==> config.mk <==
export PLATFORM = sky130hd
export DESIGN_NAME = rgb_to_hsv_hsl
export DESIGN_NICKNAME = d
export VERILOG_FILES = /design/src/design/rhh_pkg.sv /design/src/design/rhh_front.sv /design/src/design/rhh_fifo.sv /design/src/design/rhh_div.sv /design/src/design/rhh_back.sv /design/src/design/rgb_to_hsv_hsl.sv
export SDC_FILE = /design/constraint.sdc
export NUM_CORES = 2
export LEC_CHECK = 0
export BUFFER_PORTS_ARGS = -buffer_cell sky130_fd_sc_hd__buf_2
export CORE_ASPECT_RATIO = 1.2
export CORE_MARGIN = 1
export CORE_UTILIZATION = 40
export CTS_CLUSTER_SIZE = 10
export DETAILED_ROUTE_END_ITERATION = 6
export PLACE_DENSITY = 0.56
export SLEW_MARGIN = 20
export SYNTH_ARGS = -nofsm -noshare
export SYNTH_HDL_FRONTEND = slang
export SYNTH_SLANG_ARGS = --single-unit
==> constraint.sdc <==
create_clock -name i_clk -period 20.1 [get_ports i_clk]
set_input_delay 1.005 -clock i_clk [delete_from_list [all_inputs] [get_ports i_clk]]
set_output_delay 1.005 -clock i_clk [all_outputs]
set_load 0.01 [all_outputs]
==> src/design/rhh_pkg.sv <==
package rhh_pkg;

    // Channel and field widths
    localparam int CH_W    = 8;
    localparam int NUM_W   = 16;    // dividend width of both divider lanes
    localparam int DEN_W   = 9;     // divisor width of both divider lanes
    localparam int QUO_W   = 8;     // quotient bits, one per divider stage

    // Queue between front and back
    localparam int QUEUE_DEPTH = 4;

    // Hue arithmetic
    localparam int HUE_MUL     = 120;   // 2 * 60 degrees per sector half
    localparam int DEG_FULL    = 360;
    localparam int HUE_SCALE   = 17;    // 255/360 = 17/24, first times 17 then / 8
    localparam int SCALE_SHIFT = 3;
    localparam int RECIP_3     = 683;   // floor(x/3) = (x * 683) >> 11 for x < 1536
    localparam int RECIP_SHIFT = 11;
    localparam int SAT_FULL    = 255;
    localparam int HSL_TWICE   = 510;

    // Sector offsets: base angle minus 60 degrees
    localparam int OFF_RED   = 300;
    localparam int OFF_GREEN = 60;
    localparam int OFF_BLUE  = 180;

    typedef enum logic [0:0] {
        MODE_HSV = 1'b0,
        MODE_HSL = 1'b1
    } t_rhh_mode;

    typedef enum logic [1:0] {
        SEC_RED   = 2'd0,
        SEC_GREEN = 2'd1,
        SEC_BLUE  = 2'd2
    } t_rhh_sector;

    typedef struct packed {
        logic [CH_W-1:0] red;
        logic [CH_W-1:0] green;
        logic [CH_W-1:0] blue;
    } t_rhh_pixel;

    typedef struct packed {
        logic [CH_W-1:0] hue;
        logic [CH_W-1:0] saturation;
        logic [CH_W-1:0] value_or_lightness;
    } t_rhh_result;

    // Fields that bypass the dividers
    typedef struct packed {
        t_rhh_sector     sector;
        logic            gray;
        logic [CH_W-1:0] vl;
    } t_rhh_side;

    // One classified pixel waiting in the queue
    typedef struct packed {
        logic [NUM_W-1:0] hue_num;
        logic [DEN_W-1:0] hue_den;
        logic [NUM_W-1:0] sat_num;
        logic [DEN_W-1:0] sat_den;
        t_rhh_side        side;
    } t_rhh_job;

    typedef struct packed {
        logic empty;
        logic full;
    } t_rhh_qstat;

endpackage

==> src/design/rhh_front.sv <==
module rhh_front (
    input  logic              i_clk,
    input  logic              i_rst_n,
    input  logic              i_cfg_we,
    input  logic              i_cfg_wdata,
    input  logic              i_valid,
    input  rhh_pkg::t_rhh_pixel i_pixel,
    input  rhh_pkg::t_rhh_qstat i_qstat,
    output logic              o_stall,
    output logic              o_push,
    output rhh_pkg::t_rhh_job o_job
);
    import rhh_pkg::*;

    t_rhh_mode       r_mode;
    logic [CH_W-1:0] mx;
    logic [CH_W-1:0] mn;
    logic [CH_W-1:0] delta;
    logic [CH_W:0]   s2;
    logic [CH_W:0]   hsl_den;
    logic [CH_W+1:0] u_wide;
    logic [CH_W:0]   u;
    t_rhh_sector     sector;

    // Mode register
    always_ff @(posedge i_clk) begin
        if (!i_rst_n) begin
            r_mode <= MODE_HSV;
        end else if (i_cfg_we) begin
            r_mode <= t_rhh_mode'(i_cfg_wdata);
        end
    end

    // Accept a word whenever the queue has room
    assign o_stall = i_qstat.full;
    assign o_push  = i_valid && !i_qstat.full;

    // Extremes and sector; red wins ties, then green
    always_comb begin
        mx = i_pixel.red;
        mn = i_pixel.red;
        if (i_pixel.green > mx) mx = i_pixel.green;
        if (i_pixel.blue > mx)  mx = i_pixel.blue;
        if (i_pixel.green < mn) mn = i_pixel.green;
        if (i_pixel.blue < mn)  mn = i_pixel.blue;
        delta = mx - mn;
        if (i_pixel.red == mx) begin
            sector = SEC_RED;
        end else if (i_pixel.green == mx) begin
            sector = SEC_GREEN;
        end else begin
            sector = SEC_BLUE;
        end
    end

    // Offset channel difference, lies in 0 .. 2*delta
    always_comb begin
        unique case (sector)
            SEC_RED: begin
                u_wide = {2'b0, i_pixel.green} + {2'b0, delta} - {2'b0, i_pixel.blue};
            end
            SEC_GREEN: begin
                u_wide = {2'b0, i_pixel.blue} + {2'b0, delta} - {2'b0, i_pixel.red};
            end
            default: begin
                u_wide = {2'b0, i_pixel.red} + {2'b0, delta} - {2'b0, i_pixel.green};
            end
        endcase
        u = u_wide[CH_W:0];
    end

    // HSL denominator: 255 - |max + min - 255|
    always_comb begin
        s2 = {1'b0, mx} + {1'b0, mn};
        if (s2 <= (CH_W+1)'(SAT_FULL)) begin
            hsl_den = s2;
        end else begin
            hsl_den = (CH_W+1)'(HSL_TWICE) - s2;
        end
    end

    // Build the queue entry
    always_comb begin
        o_job.hue_num     = NUM_W'(u) * NUM_W'(HUE_MUL) + NUM_W'(delta);
        o_job.hue_den     = {delta, 1'b0};
        o_job.sat_num     = NUM_W'(delta) * NUM_W'(SAT_FULL);
        o_job.side.sector = sector;
        o_job.side.gray   = (delta == '0);
        if (r_mode == MODE_HSV) begin
            o_job.sat_den = {1'b0, mx};
            o_job.side.vl = mx;
        end else begin
            o_job.sat_den = hsl_den;
            o_job.side.vl = s2[CH_W:1];
        end
    end

endmodule

==> src/design/rhh_fifo.sv <==
module rhh_fifo #(
    parameter int DEPTH = rhh_pkg::QUEUE_DEPTH
) (
    input  logic                i_clk,
    input  logic                i_rst_n,
    input  logic                i_push,
    input  rhh_pkg::t_rhh_job   i_job,
    input  logic                i_pop,
    output rhh_pkg::t_rhh_job   o_job,
    output rhh_pkg::t_rhh_qstat o_qstat
);
    import rhh_pkg::*;

    localparam int PTR_W = (DEPTH > 1) ? $clog2(DEPTH) : 1;
    localparam int CNT_W = $clog2(DEPTH + 1);

    t_rhh_job         r_mem [DEPTH];
    logic [PTR_W-1:0] r_wr;
    logic [PTR_W-1:0] r_rd;
    logic [CNT_W-1:0] r_count;
    logic [PTR_W-1:0] n_wr;
    logic [PTR_W-1:0] n_rd;
    logic [CNT_W-1:0] n_count;

    assign o_qstat.empty = (r_count == '0);
    assign o_qstat.full  = (r_count == CNT_W'(DEPTH));
    assign o_job         = r_mem[r_rd];

    // Store the incoming word
    always_ff @(posedge i_clk) begin
        if (i_push) begin
            r_mem[r_wr] <= i_job;
        end
    end

    // Advance pointers with wrap at the depth
    always_comb begin
        n_wr    = r_wr;
        n_rd    = r_rd;
        n_count = r_count;
        if (i_push) begin
            n_wr = (r_wr == PTR_W'(DEPTH - 1)) ? '0 : r_wr + 1'b1;
        end
        if (i_pop) begin
            n_rd = (r_rd == PTR_W'(DEPTH - 1)) ? '0 : r_rd + 1'b1;
        end
        if (i_push && !i_pop) begin
            n_count = r_count + 1'b1;
        end else if (!i_push && i_pop) begin
            n_count = r_count - 1'b1;
        end
    end

    always_ff @(posedge i_clk) begin
        if (!i_rst_n) begin
            r_wr    <= '0;
            r_rd    <= '0;
            r_count <= '0;
        end else begin
            r_wr    <= n_wr;
            r_rd    <= n_rd;
            r_count <= n_count;
        end
    end

    a_count_bound: assert property (@(posedge i_clk) disable iff (!i_rst_n)
        r_count <= CNT_W'(DEPTH))
        else $error("queue fill beyond depth");

    a_no_overflow: assert property (@(posedge i_clk) disable iff (!i_rst_n)
        o_qstat.full |-> !i_push)
        else $error("push into full queue");

    a_no_underflow: assert property (@(posedge i_clk) disable iff (!i_rst_n)
        o_qstat.empty |-> !i_pop)
        else $error("pop from empty queue");

endmodule

==> src/design/rhh_div.sv <==
module rhh_div (
    input  logic                      i_clk,
    input  logic                      i_adv,
    input  logic [rhh_pkg::NUM_W-1:0] i_num,
    input  logic [rhh_pkg::DEN_W-1:0] i_den,
    output logic [rhh_pkg::QUO_W-1:0] o_quo
);
    import rhh_pkg::*;

    // One restoring step per stage; the dividend is below den * 2^QUO_W
    logic [DEN_W-1:0] r_rem [QUO_W];
    logic [QUO_W-1:0] r_low [QUO_W];
    logic [DEN_W-1:0] r_den [QUO_W];
    logic [QUO_W-1:0] r_quo [QUO_W];
    logic [DEN_W-1:0] n_rem [QUO_W];
    logic [QUO_W-1:0] n_low [QUO_W];
    logic [QUO_W-1:0] n_quo [QUO_W];

    always_comb begin
        logic [DEN_W-1:0] src_rem;
        logic [QUO_W-1:0] src_low;
        logic [DEN_W-1:0] src_den;
        logic [QUO_W-1:0] src_quo;
        logic [DEN_W:0]   trial;
        for (int s = 0; s < QUO_W; s++) begin
            if (s == 0) begin
                src_rem = DEN_W'(i_num[NUM_W-1:QUO_W]);
                src_low = i_num[QUO_W-1:0];
                src_den = i_den;
                src_quo = '0;
            end else begin
                src_rem = r_rem[s-1];
                src_low = r_low[s-1];
                src_den = r_den[s-1];
                src_quo = r_quo[s-1];
            end
            trial    = {src_rem, src_low[QUO_W-1]};
            n_low[s] = {src_low[QUO_W-2:0], 1'b0};
            if (trial >= {1'b0, src_den}) begin
                n_rem[s] = DEN_W'(trial - {1'b0, src_den});
                n_quo[s] = {src_quo[QUO_W-2:0], 1'b1};
            end else begin
                n_rem[s] = trial[DEN_W-1:0];
                n_quo[s] = {src_quo[QUO_W-2:0], 1'b0};
            end
        end
    end

    // Advance all stages together
    always_ff @(posedge i_clk) begin
        if (i_adv) begin
            for (int s = 0; s < QUO_W; s++) begin
                r_rem[s] <= n_rem[s];
                r_low[s] <= n_low[s];
                r_quo[s] <= n_quo[s];
                r_den[s] <= (s == 0) ? i_den : r_den[(s == 0) ? 0 : s-1];
            end
        end
    end

    assign o_quo = r_quo[QUO_W-1];

endmodule

==> src/design/rhh_back.sv <==
module rhh_back (
    input  logic                 i_clk,
    input  logic                 i_rst_n,
    input  rhh_pkg::t_rhh_job    i_job,
    input  rhh_pkg::t_rhh_qstat  i_qstat,
    output logic                 o_pop,
    output logic                 o_valid,
    input  logic                 i_stall,
    output rhh_pkg::t_rhh_result o_word
);
    import rhh_pkg::*;

    localparam int DEG_W = $clog2(DEG_FULL);            // 9
    localparam int OFF_W = DEG_W + 1;                   // room for offset + quotient
    localparam int X_W   = DEG_W + 5 - SCALE_SHIFT;     // (deg*17) >> 3
    localparam int P_W   = X_W + 10;                    // x * 683

    logic             adv;
    logic [QUO_W-1:0] q_hue;
    logic [QUO_W-1:0] q_sat;

    logic             r_vld  [QUO_W];
    t_rhh_side        r_side [QUO_W];

    logic             r_a_valid;
    logic [X_W-1:0]   r_a_x;
    logic [CH_W-1:0]  r_a_sat;
    t_rhh_side        r_a_side;
    logic [X_W-1:0]   n_a_x;

    logic             r_out_valid;
    t_rhh_result      r_out;
    logic [P_W-1:0]   prod;

    // Whole pipeline moves unless the output word is held
    assign adv   = !r_out_valid || !i_stall;
    assign o_pop = adv && !i_qstat.empty;

    rhh_div u_div_hue (
        .i_clk (i_clk),
        .i_adv (adv),
        .i_num (i_job.hue_num),
        .i_den (i_job.hue_den),
        .o_quo (q_hue)
    );

    rhh_div u_div_sat (
        .i_clk (i_clk),
        .i_adv (adv),
        .i_num (i_job.sat_num),
        .i_den (i_job.sat_den),
        .o_quo (q_sat)
    );

    // Carry valid and bypass fields alongside the dividers
    always_ff @(posedge i_clk) begin
        if (!i_rst_n) begin
            for (int s = 0; s < QUO_W; s++) begin
                r_vld[s] <= 1'b0;
            end
        end else if (adv) begin
            r_vld[0] <= o_pop;
            for (int s = 1; s < QUO_W; s++) begin
                r_vld[s] <= r_vld[s-1];
            end
        end
    end

    always_ff @(posedge i_clk) begin
        if (adv) begin
            r_side[0] <= i_job.side;
            for (int s = 1; s < QUO_W; s++) begin
                r_side[s] <= r_side[s-1];
            end
        end
    end

    // Degrees from sector offset and rounded quotient, wrap, scale by 17/8
    always_comb begin
        logic [OFF_W-1:0]   off;
        logic [OFF_W-1:0]   deg_raw;
        logic [DEG_W-1:0]   deg;
        logic [X_W+SCALE_SHIFT-1:0] scaled;
        unique case (r_side[QUO_W-1].sector)
            SEC_RED:   off = OFF_W'(OFF_RED);
            SEC_GREEN: off = OFF_W'(OFF_GREEN);
            default:   off = OFF_W'(OFF_BLUE);
        endcase
        deg_raw = off + OFF_W'(q_hue);
        if (deg_raw >= OFF_W'(DEG_FULL)) begin
            deg = DEG_W'(deg_raw - OFF_W'(DEG_FULL));
        end else begin
            deg = deg_raw[DEG_W-1:0];
        end
        scaled = (X_W+SCALE_SHIFT)'(deg) * (X_W+SCALE_SHIFT)'(HUE_SCALE);
        n_a_x  = scaled[X_W+SCALE_SHIFT-1:SCALE_SHIFT];
    end

    always_ff @(posedge i_clk) begin
        if (!i_rst_n) begin
            r_a_valid <= 1'b0;
        end else if (adv) begin
            r_a_valid <= r_vld[QUO_W-1];
        end
    end

    always_ff @(posedge i_clk) begin
        if (adv) begin
            r_a_x    <= n_a_x;
            r_a_side <= r_side[QUO_W-1];
            r_a_sat  <= r_side[QUO_W-1].gray ? '0 : q_sat;
        end
    end

    // Finish the divide by 24 with a reciprocal of three
    assign prod = P_W'(r_a_x) * P_W'(RECIP_3);

    always_ff @(posedge i_clk) begin
        if (!i_rst_n) begin
            r_out_valid <= 1'b0;
        end else if (adv) begin
            r_out_valid <= r_a_valid;
        end
    end

    always_ff @(posedge i_clk) begin
        if (adv) begin
            r_out.hue                <= r_a_side.gray ? '0
                                      : prod[RECIP_SHIFT+CH_W-1:RECIP_SHIFT];
            r_out.saturation         <= r_a_sat;
            r_out.value_or_lightness <= r_a_side.vl;
        end
    end

    assign o_valid = r_out_valid;
    assign o_word  = r_out;

    a_hold_on_stall: assert property (@(posedge i_clk) disable iff (!i_rst_n)
        (r_out_valid && i_stall) |=> ($stable(r_a_valid) && $stable(r_vld[QUO_W-1])))
        else $error("pipeline moved while output word was held");

    a_hue_range: assert property (@(posedge i_clk) disable iff (!i_rst_n)
        r_out_valid |-> (r_out.hue <= CH_W'(SAT_FULL - 1)))
        else $error("hue beyond scaled range");

    a_gray_sat: assert property (@(posedge i_clk) disable iff (!i_rst_n)
        (r_a_valid && r_a_side.gray) |-> (r_a_sat == '0))
        else $error("gray pixel with nonzero saturation");

endmodule

==> src/design/rgb_to_hsv_hsl.sv <==
// RGB to HSV/HSL converter for 8-bit pixels. One pixel word is taken per clock and one
// result word leaves per clock in steady flow. Each accepted word passes through the two
// eight-stage restoring dividers (one quotient bit per stage) for hue and saturation,
// then one stage for hue wrap and scale and the output register. A four-word queue sits
// between the classifying front and the divider pipeline, so input stall rises only once
// the queue has filled behind a held output. The mode bit (0 HSV, 1 HSL) is written
// through i_cfg_we/i_cfg_wdata and is sampled as each pixel enters; change it only while
// no words are in flight.
module rgb_to_hsv_hsl #(
    parameter int Q_DEPTH = rhh_pkg::QUEUE_DEPTH
) (
    input  logic                 i_clk,
    input  logic                 i_rst_n,
    input  logic                 i_cfg_we,
    input  logic                 i_cfg_wdata,
    input  logic                 i_pix_valid,
    output logic                 o_pix_stall,
    input  rhh_pkg::t_rhh_pixel  i_pixel,
    output logic                 o_hsv_valid,
    input  logic                 i_hsv_stall,
    output rhh_pkg::t_rhh_result o_hsv
);
    import rhh_pkg::*;

    t_rhh_job   push_job;
    t_rhh_job   head_job;
    t_rhh_qstat qstat;
    logic       push;
    logic       pop;

    rhh_front u_front (
        .i_clk       (i_clk),
        .i_rst_n     (i_rst_n),
        .i_cfg_we    (i_cfg_we),
        .i_cfg_wdata (i_cfg_wdata),
        .i_valid     (i_pix_valid),
        .i_pixel     (i_pixel),
        .i_qstat     (qstat),
        .o_stall     (o_pix_stall),
        .o_push      (push),
        .o_job       (push_job)
    );

    rhh_fifo #(
        .DEPTH (Q_DEPTH)
    ) u_fifo (
        .i_clk   (i_clk),
        .i_rst_n (i_rst_n),
        .i_push  (push),
        .i_job   (push_job),
        .i_pop   (pop),
        .o_job   (head_job),
        .o_qstat (qstat)
    );

    rhh_back u_back (
        .i_clk   (i_clk),
        .i_rst_n (i_rst_n),
        .i_job   (head_job),
        .i_qstat (qstat),
        .o_pop   (pop),
        .o_valid (o_hsv_valid),
        .i_stall (i_hsv_stall),
        .o_word  (o_hsv)
    );

endmodule

; ---- Yosys cells after proc, flatten, opt, wreduce, memory -nomap -nowiden
; Memories as Yosys holds them, arrays and structs flattened. A register that Yosys moved wholly into a read port is not among the register bits.
; Index checks and enable logic that the tools add are counted.
[word_totals]
register_bits = 53
ramBits = 864
output_inout_bits = 26
elab_cells = 177
n_memories = 11
[mem_list]
columns = memory, depth, word_bits, rd, rd_clocked_by_memory_dff, write_ports, line
row1 = u_fifo.r_mem, 4, 60, 1, 1, 1, rhh_fifo.sv:17  ; t_rhh_job r_mem [DEPTH];
row2 = u_back.r_side, 8, 11, 8, 0, 8, rhh_back.sv:23  ; t_rhh_side r_side [QUO_W];
row3 = u_back.u_div_hue.r_den, 8, 9, 7, 0, 8, rhh_div.sv:13  ; logic [DEN_W-1:0] r_den [QUO_W];
row4 = u_back.u_div_hue.r_rem, 8, 9, 7, 0, 8, rhh_div.sv:11  ; logic [DEN_W-1:0] r_rem [QUO_W];
row5 = u_back.u_div_sat.r_den, 8, 9, 7, 0, 8, rhh_div.sv:13
row6 = u_back.u_div_sat.r_rem, 8, 9, 7, 0, 8, rhh_div.sv:11
row7 = 5 more memories, n/a, n/a, n/a, n/a, n/a, n/a
[classes]
magnitude_cmp = 22
n_reduce_logical = 17
muxes = 65
eq_ne = 7
add_sub_neg = 32
n_bitwise = 8
multipliers = 4
[ops]
columns = operator, count
row1 = two-way mux 9 bit, 19
row2 = subtractor 9 bit, 16
row3 = >= comparator 10 x 9 -> 1 bit, 14
row4 = two-way mux 8 bit, 5
row5 = adder 8 x 8 -> 9 bit, 4
row6 = one-hot mux 9 bit (2 select lines), 2
row7 = two-way mux 1 bit, 31
row8 = subtractor 9 x 8 -> 9 bit, 3
row9 = "multiplier 11 x 10 -> 19 bit, second input constant", 1
row10 = >= comparator 9 bit, 2
row11 = adder 16 x 8 -> 16 bit, 1
row12 = == test 8 bit, 2
row13 = > comparator 8 bit, 2
row14 = less-than comparator 8 bit, 2
row15 = "multiplier 8 x 8 -> 16 bit, second input constant", 1
row16 = "multiplier 9 x 5 -> 14 bit, second input constant", 1
row17 = "multiplier 9 x 4 -> 13 bit, second input constant", 1
row18 = two-way mux 2 bit, 6
row19 = adder 9 x 8 -> 10 bit, 1
row20 = ">= comparator 10 x 9 -> 1 bit, second input constant", 1
row21 = "<= comparator 9 x 8 -> 1 bit, second input constant", 1
row22 = "subtractor 9 bit, first input constant", 1
row23 = "subtractor 9 bit, second input constant", 1
row24 = logical NOT 8 bit, 1
row25 = 15 further kinds, 36

; ---- Depth between registers and ports, before layout
[logic_depth]
ltp_word = 11
ltp_mapped = 48

; ---- Modules after synthesis
; From an unflattened synthesis, not the netlist that was laid out.
[hier_totals]
cells_unflattened = 3187
hier_area_um2 = 43018.8
[by_module_without_submodules]
columns = mod, n_inst, seq_area_each_um2, cells_each, area_per_inst_um2
row1 = rhh_div (u_back.u_div_sat), 1, 5705.5, 702, 9594.2
row2 = rhh_div (u_back.u_div_hue), 1, 5705.5, 712, 9577.9
row3 = rhh_fifo, 1, 7507.2, 363, 9327.7
row4 = rhh_back, 1, 4434.3, 507, 7338.3
row5 = rhh_front, 1, 20.0, 903, 7180.6

; ---- Worst setup path before layout
; OpenSTA, ideal clock, no wires.
[synth_timing]
path_kind = in2reg
start = in i_hsv_stall
end = reg u_fifo.r_count[2]
path_slack_ns = 4.918
cell_stages = 10
arrival_ns = 15.107
cell_sequence = and2_1 > clkbuf_1 > clkinv_1 > o31ai_1 > ha_1 > inv_1 > fa_1 > xor2_1 > or3_1 > a21boi_0
[synth_via]
elab_chain_len = 6
elab_cells_between_ends = 8
classes_between = mux: 1 / reduce/logical: 7
[synth_lines]
columns = element, line
row1 = "start, declared", rgb_to_hsv_hsl.sv:20  ; input logic i_hsv_stall,
row2 = logical NOT 1 bit (*), rhh_back.sv:36  ; assign adv = !r_out_valid || !i_stall;
row3 = logical OR 1 bit (*), rhh_back.sv:36
row4 = named net u_back.adv, rhh_back.sv:18  ; logic adv;
row5 = logical AND 1 bit (*), rhh_back.sv:37  ; assign o_pop = adv && !i_qstat.empty;
row6 = logical NOT 1 bit, rhh_fifo.sv:47  ; if (i_push && !i_pop) begin
row7 = logical AND 1 bit, rhh_fifo.sv:47
row8 = two-way mux 3 bit / nonzero test 2 bit (equally long branches), n/a
row9 = "end signal, assigned", rhh_fifo.sv:62  ; r_count <= n_count;
row10 = "end, declared", rhh_fifo.sv:20  ; logic [CNT_W-1:0] r_count;
; The timed path passes the listed nets; every way through them passes the cells marked *.
; A chain may end at the register's enable or synchronous reset.

==> flow_summary_export.csv <==
group,metric,value,unit
run_status,status,"complete, no violations",
floorplanning,core,97300,um^2
global_route,grt_pass1_vias,23900,
critical_path,regToRegStartpoint,"u_back.r_a_x[1]$_DFFE_PN_",
timing,rsz0062_at_grt,"no",
detailed_routing,wirelength,75.9,mm
placement,dpl_cell_area,41300,um^2
critical_path,crit_path_end_kind,"flip-flop",
timing,skew,0.0295,ns
detailed_routing,post_drt_wl_per_cell,17.3,um
final_layout,fin_area,43500,um^2
clock_network,cts_tree,"yes",
floorplanning,ios,56,
timing,fin_crit_sh,63.5,%
logic_synthesis,synth-compound-area-share,8.36,%
logic_synthesis,ys_types,72,
logic_synthesis,seq_area_frac_synth,55.2,%
floorplanning,die_w,289,um
global_route,grt_max_degree,127,
logic_synthesis,synth_warnings,0,
worst_hold_path,worstHoldStart,"u_back.u_div_hue.r_quo[1][20]$_DFFE_PN_",
global_route,grt_pass1_wl,123,mm
final_layout,instances_no_fill,4385,
timing,fmax,78.3,MHz
clock_network,clkTransAtPathRegs,0.05,ns
timing,relSlewSlack,30.8,%
floorplanning,initial_core_util,40.5,%
global_route,grt_antenna_before_repair,0,
clock_network,cts_buffer_depth,3,
placement,io_buffer_count,55,
critical_path,rrSetupSlack,14.50,ns
clock_network,cts_setup_buffers,0,
detailed_routing,post_drt_via_cell_ratio,5.05,
logic_synthesis,synthesis.area,39400,um^2
clock_network,h-tree-depth,3,
logic_synthesis,synthCells,2982,
critical_path,crit_top_cell,"inv_1",
timing,hold_violations,0,
timing,slew_violations,0,
worst_hold_path,hold_end,"u_back.u_div_hue.r_quo[1][29]$_DFFE_PN_",
global_route,grt_overflow_total,0,
logic_synthesis,synth.area.mux_share,4.99,%
critical_path,crit_path_max_fanout,19,
clock_network,clk_latency,0.63,ns
clock_network,cts_sinks,730,
detailed_routing,ant_nets,0,
placement,place_congestion,0.874,
critical_path,required,20.45,ns
floorplanning,die_area,99800,um^2
final_layout,fin_util,44.8,%
logic_synthesis,syn_avg_cell_area,13.2,um^2
critical_path,start_kind,"primary input",
detailed_routing,drt_iter0_drc,924,
logic_synthesis,async_reset_ff_share,0,%
critical_path,critPathBufInv,6,
logic_synthesis,synth-main-ff-cell,"edfxtp_1",
final_layout,diodes,0,
logic_synthesis,synth_xor_area_share,3.93,%
logic_synthesis,synth-simple-area-share,6.50,%
detailed_routing,drc_errors,0,
run,maxCapViolCount,0,
floorplanning,die_y,346,um
detailed_routing,num_vias,22100,
timing,max_slew.worst_pin.slew,1.04,ns
logic_synthesis,synth_top_family_by_area,"adder cells",
final_layout,syn_to_final_growth,10.5,%
critical_path,slowest_delay,0.90,ns
placement,dp.cells,4279,
final_layout,nFillCells,8737,
global_route,grt_usage,15.5,%
worst_hold_path,min_path_cells,0,
timing,fin_crit,12.77,ns
final_layout,drive_gt1_share,9.37,%
critical_path,rr_worst_depth,15,
final_layout,nNetsFinal,3583,
floorplanning,rows,125,
critical_path,r2r-end,"u_back.o_word[23]$_SDFFCE_PP0N_",
clock_network,ctsHoldBuffers,0,
clock_network,ctsResizeCount,0,
critical_path,crit_family,"compound AO/OA/AOI/OAI gates",
timing,setup-tns-final,0,ns
worst_hold_path,hold_path_class,"flip-flop to flip-flop",
logic_synthesis,synthAdderAreaFrac,16.7,%
clock_network,cts_buffers,83,
placement,place_hpwl,56.2,mm
critical_path,criticalPathCategory,"primary input to flip-flop",
clock_network,cts_root_buf,"clkbuf_16",
detailed_routing,drtPass1Iterations,4,
critical_path,arrival,13.12,ns
critical_path,slowest_stage,"o21ai_0",
logic_synthesis,ys_ff_latch,730,
logic_synthesis,synth_edf_count,713,
timing,setup_viol,0,
logic_synthesis,synth_nets,3471,
==> cells by family after synthesis <==
kind of cell | count (synthesis)
DFF | 730
AOI/OAI and AO/OA | 521
and+or+nand+nor | 515
adders and majority gates | 459
buffers and inverters | 455
xor gates and xnor gates | 177
muxes | 125
==> cell usage after synthesis (all sizes together) (4+ instances only) <==
cell,number,share of area (%)
o211a,5,0.13
and2,14,0.23
a21boi,18,0.35
ha,349,11
and3,15,0.24
xor2,49,1.1
and4,5,0.11
a2111oi,6,0.15
nand3,21,0.27
a21oi,192,2.4
o21bai,23,0.44
nor3,11,0.14
nor2,170,1.6
o21ai,91,1.2
o41ai,7,0.16
nand2,103,1.0
nor2b,72,1.1
a21o,97,1.8
inv,406,3.9
a22oi,7,0.13
fa,110,5.6
mux4,52,3.0
a211oi,27,0.53
o21a,8,0.15
mux2i,28,0.71
o22ai,4,0.063
nor3b,4,0.076
clkbuf,37,0.35
nand2b,52,0.83
dfxtp,17,0.86
edfxtp,713,54
xnor2,128,2.8
or2,6,0.095
a311oi,6,0.13
mux2,45,1.3
nand4,31,0.49
buf,11,0.14
o31ai,10,0.24
==> layout make-up <==
cell class | instances | area [um^2] | area share (%)
timing repair buffer | 75 | 425 | 0.977
inverter | 407 | 1540 | 3.53
clock buffer | 100 | 2160 | 4.97
tap | 1270 | 1590 | 3.65
clock inverter | 6 | 120 | 0.276
multi-input combinational | 1797 | 16000 | 36.6
sequential | 730 | 21800 | 50.0
==> worst max path at each step <==
stage / slack (ns) / depth (start not counted) / from / endpoint
after global routing: 6.57 / 39 / i_pixel[15] / u_fifo.r_mem[0][35]$_DFFE_PP_
after CTS: 7.44 / 39 / i_pixel[15] / u_fifo.r_mem[0][35]$_DFFE_PP_
after global placement: 6.92 / 39 / i_pixel[15] / u_fifo.r_mem[0][35]$_DFFE_PP_
after floorplan: 4.92 / 10 / i_hsv_stall / u_fifo.r_count[2]$_SDFFE_PN0P_
after detailed placement: 6.78 / 39 / i_pixel[15] / u_fifo.r_mem[0][35]$_DFFE_PP_
final: 7.33 / 39 / i_pixel[15] / u_fifo.r_mem[0][35]$_DFFE_PP_
==> placed cells by master (no fill, tap or decap), types with 5 or more instances in the layout <==
master     count
nand4_1       31
and4_1         5
buf_4         20
a22oi_1        7
and3_1        15
mux2i_1       28
nand2b_1      52
mux4_2        52
fa_1         110
nor3_1        11
xnor2_1      128
buf_2         55
a21o_1        97
inv_1        402
dfxtp_1       15
xor2_1        49
a21boi_0      16
nand2_1      101
a21oi_1      192
or2_2          6
clkbuf_1      16
a211oi_1      26
nor2_1       170
o41ai_1        7
a311oi_1       6
nor2b_1       72
o21bai_1      23
o21a_1         8
mux2_2        43
nand3_1       21
o31ai_1        8
and2_1         9
o21ai_0       89
o211a_1        5
clkbuf_16     84
edfxtp_1     713
ha_1         349
==> flip-flops by register name, summed over array words and instances (netlist names), 2 cells and up, named ones only <==
signal / flops
u_back.u_div_hue.r_low: 24
u_fifo.r_wr: 2
u_back.u_div_sat.r_low: 22
u_back.r_a_x: 11
u_back.u_div_sat.r_den: 63
u_back.o_word: 24
u_back.r_a_side: 9
u_fifo.r_count: 3
u_back.u_div_sat.r_rem: 63
u_back.u_div_hue.r_quo: 36
u_back.r_a_sat: 8
u_back.u_div_sat.r_quo: 36
u_back.u_div_hue.r_rem: 63
u_fifo.r_rd: 2
u_back.u_div_hue.r_den: 39
u_back.r_side: 88
u_fifo.r_mem: 224
u_back.r_vld: 8
==> per-stage QoR <==
step	setup slack (ns)	hold WS, ns
CTS	7.44	0.406
floorplan	4.92	0.400
finish	7.33	0.400
global route	6.57	0.402
detailed placement	6.78	0.405
global placement	6.92	0.401
==> routing by layer <==
metal / global-route usage [%] / routed length (um) / part of all wire, % / up-vias
li1: - / - / - / 10900
met1: 17.4 / 30500 / 40 / 10900
met2: 29.3 / 40800 / 54 / 298
met3: 2.13 / 2100 / 2.8 / 124
met4: 5.88 / 2390 / 3.2 / 0
met5: 0 / 0 / 0 / -
Power is left out: the tool's default activity adds up to more than one toggle a clock period on the data nets, which glitch-free logic cannot reach.
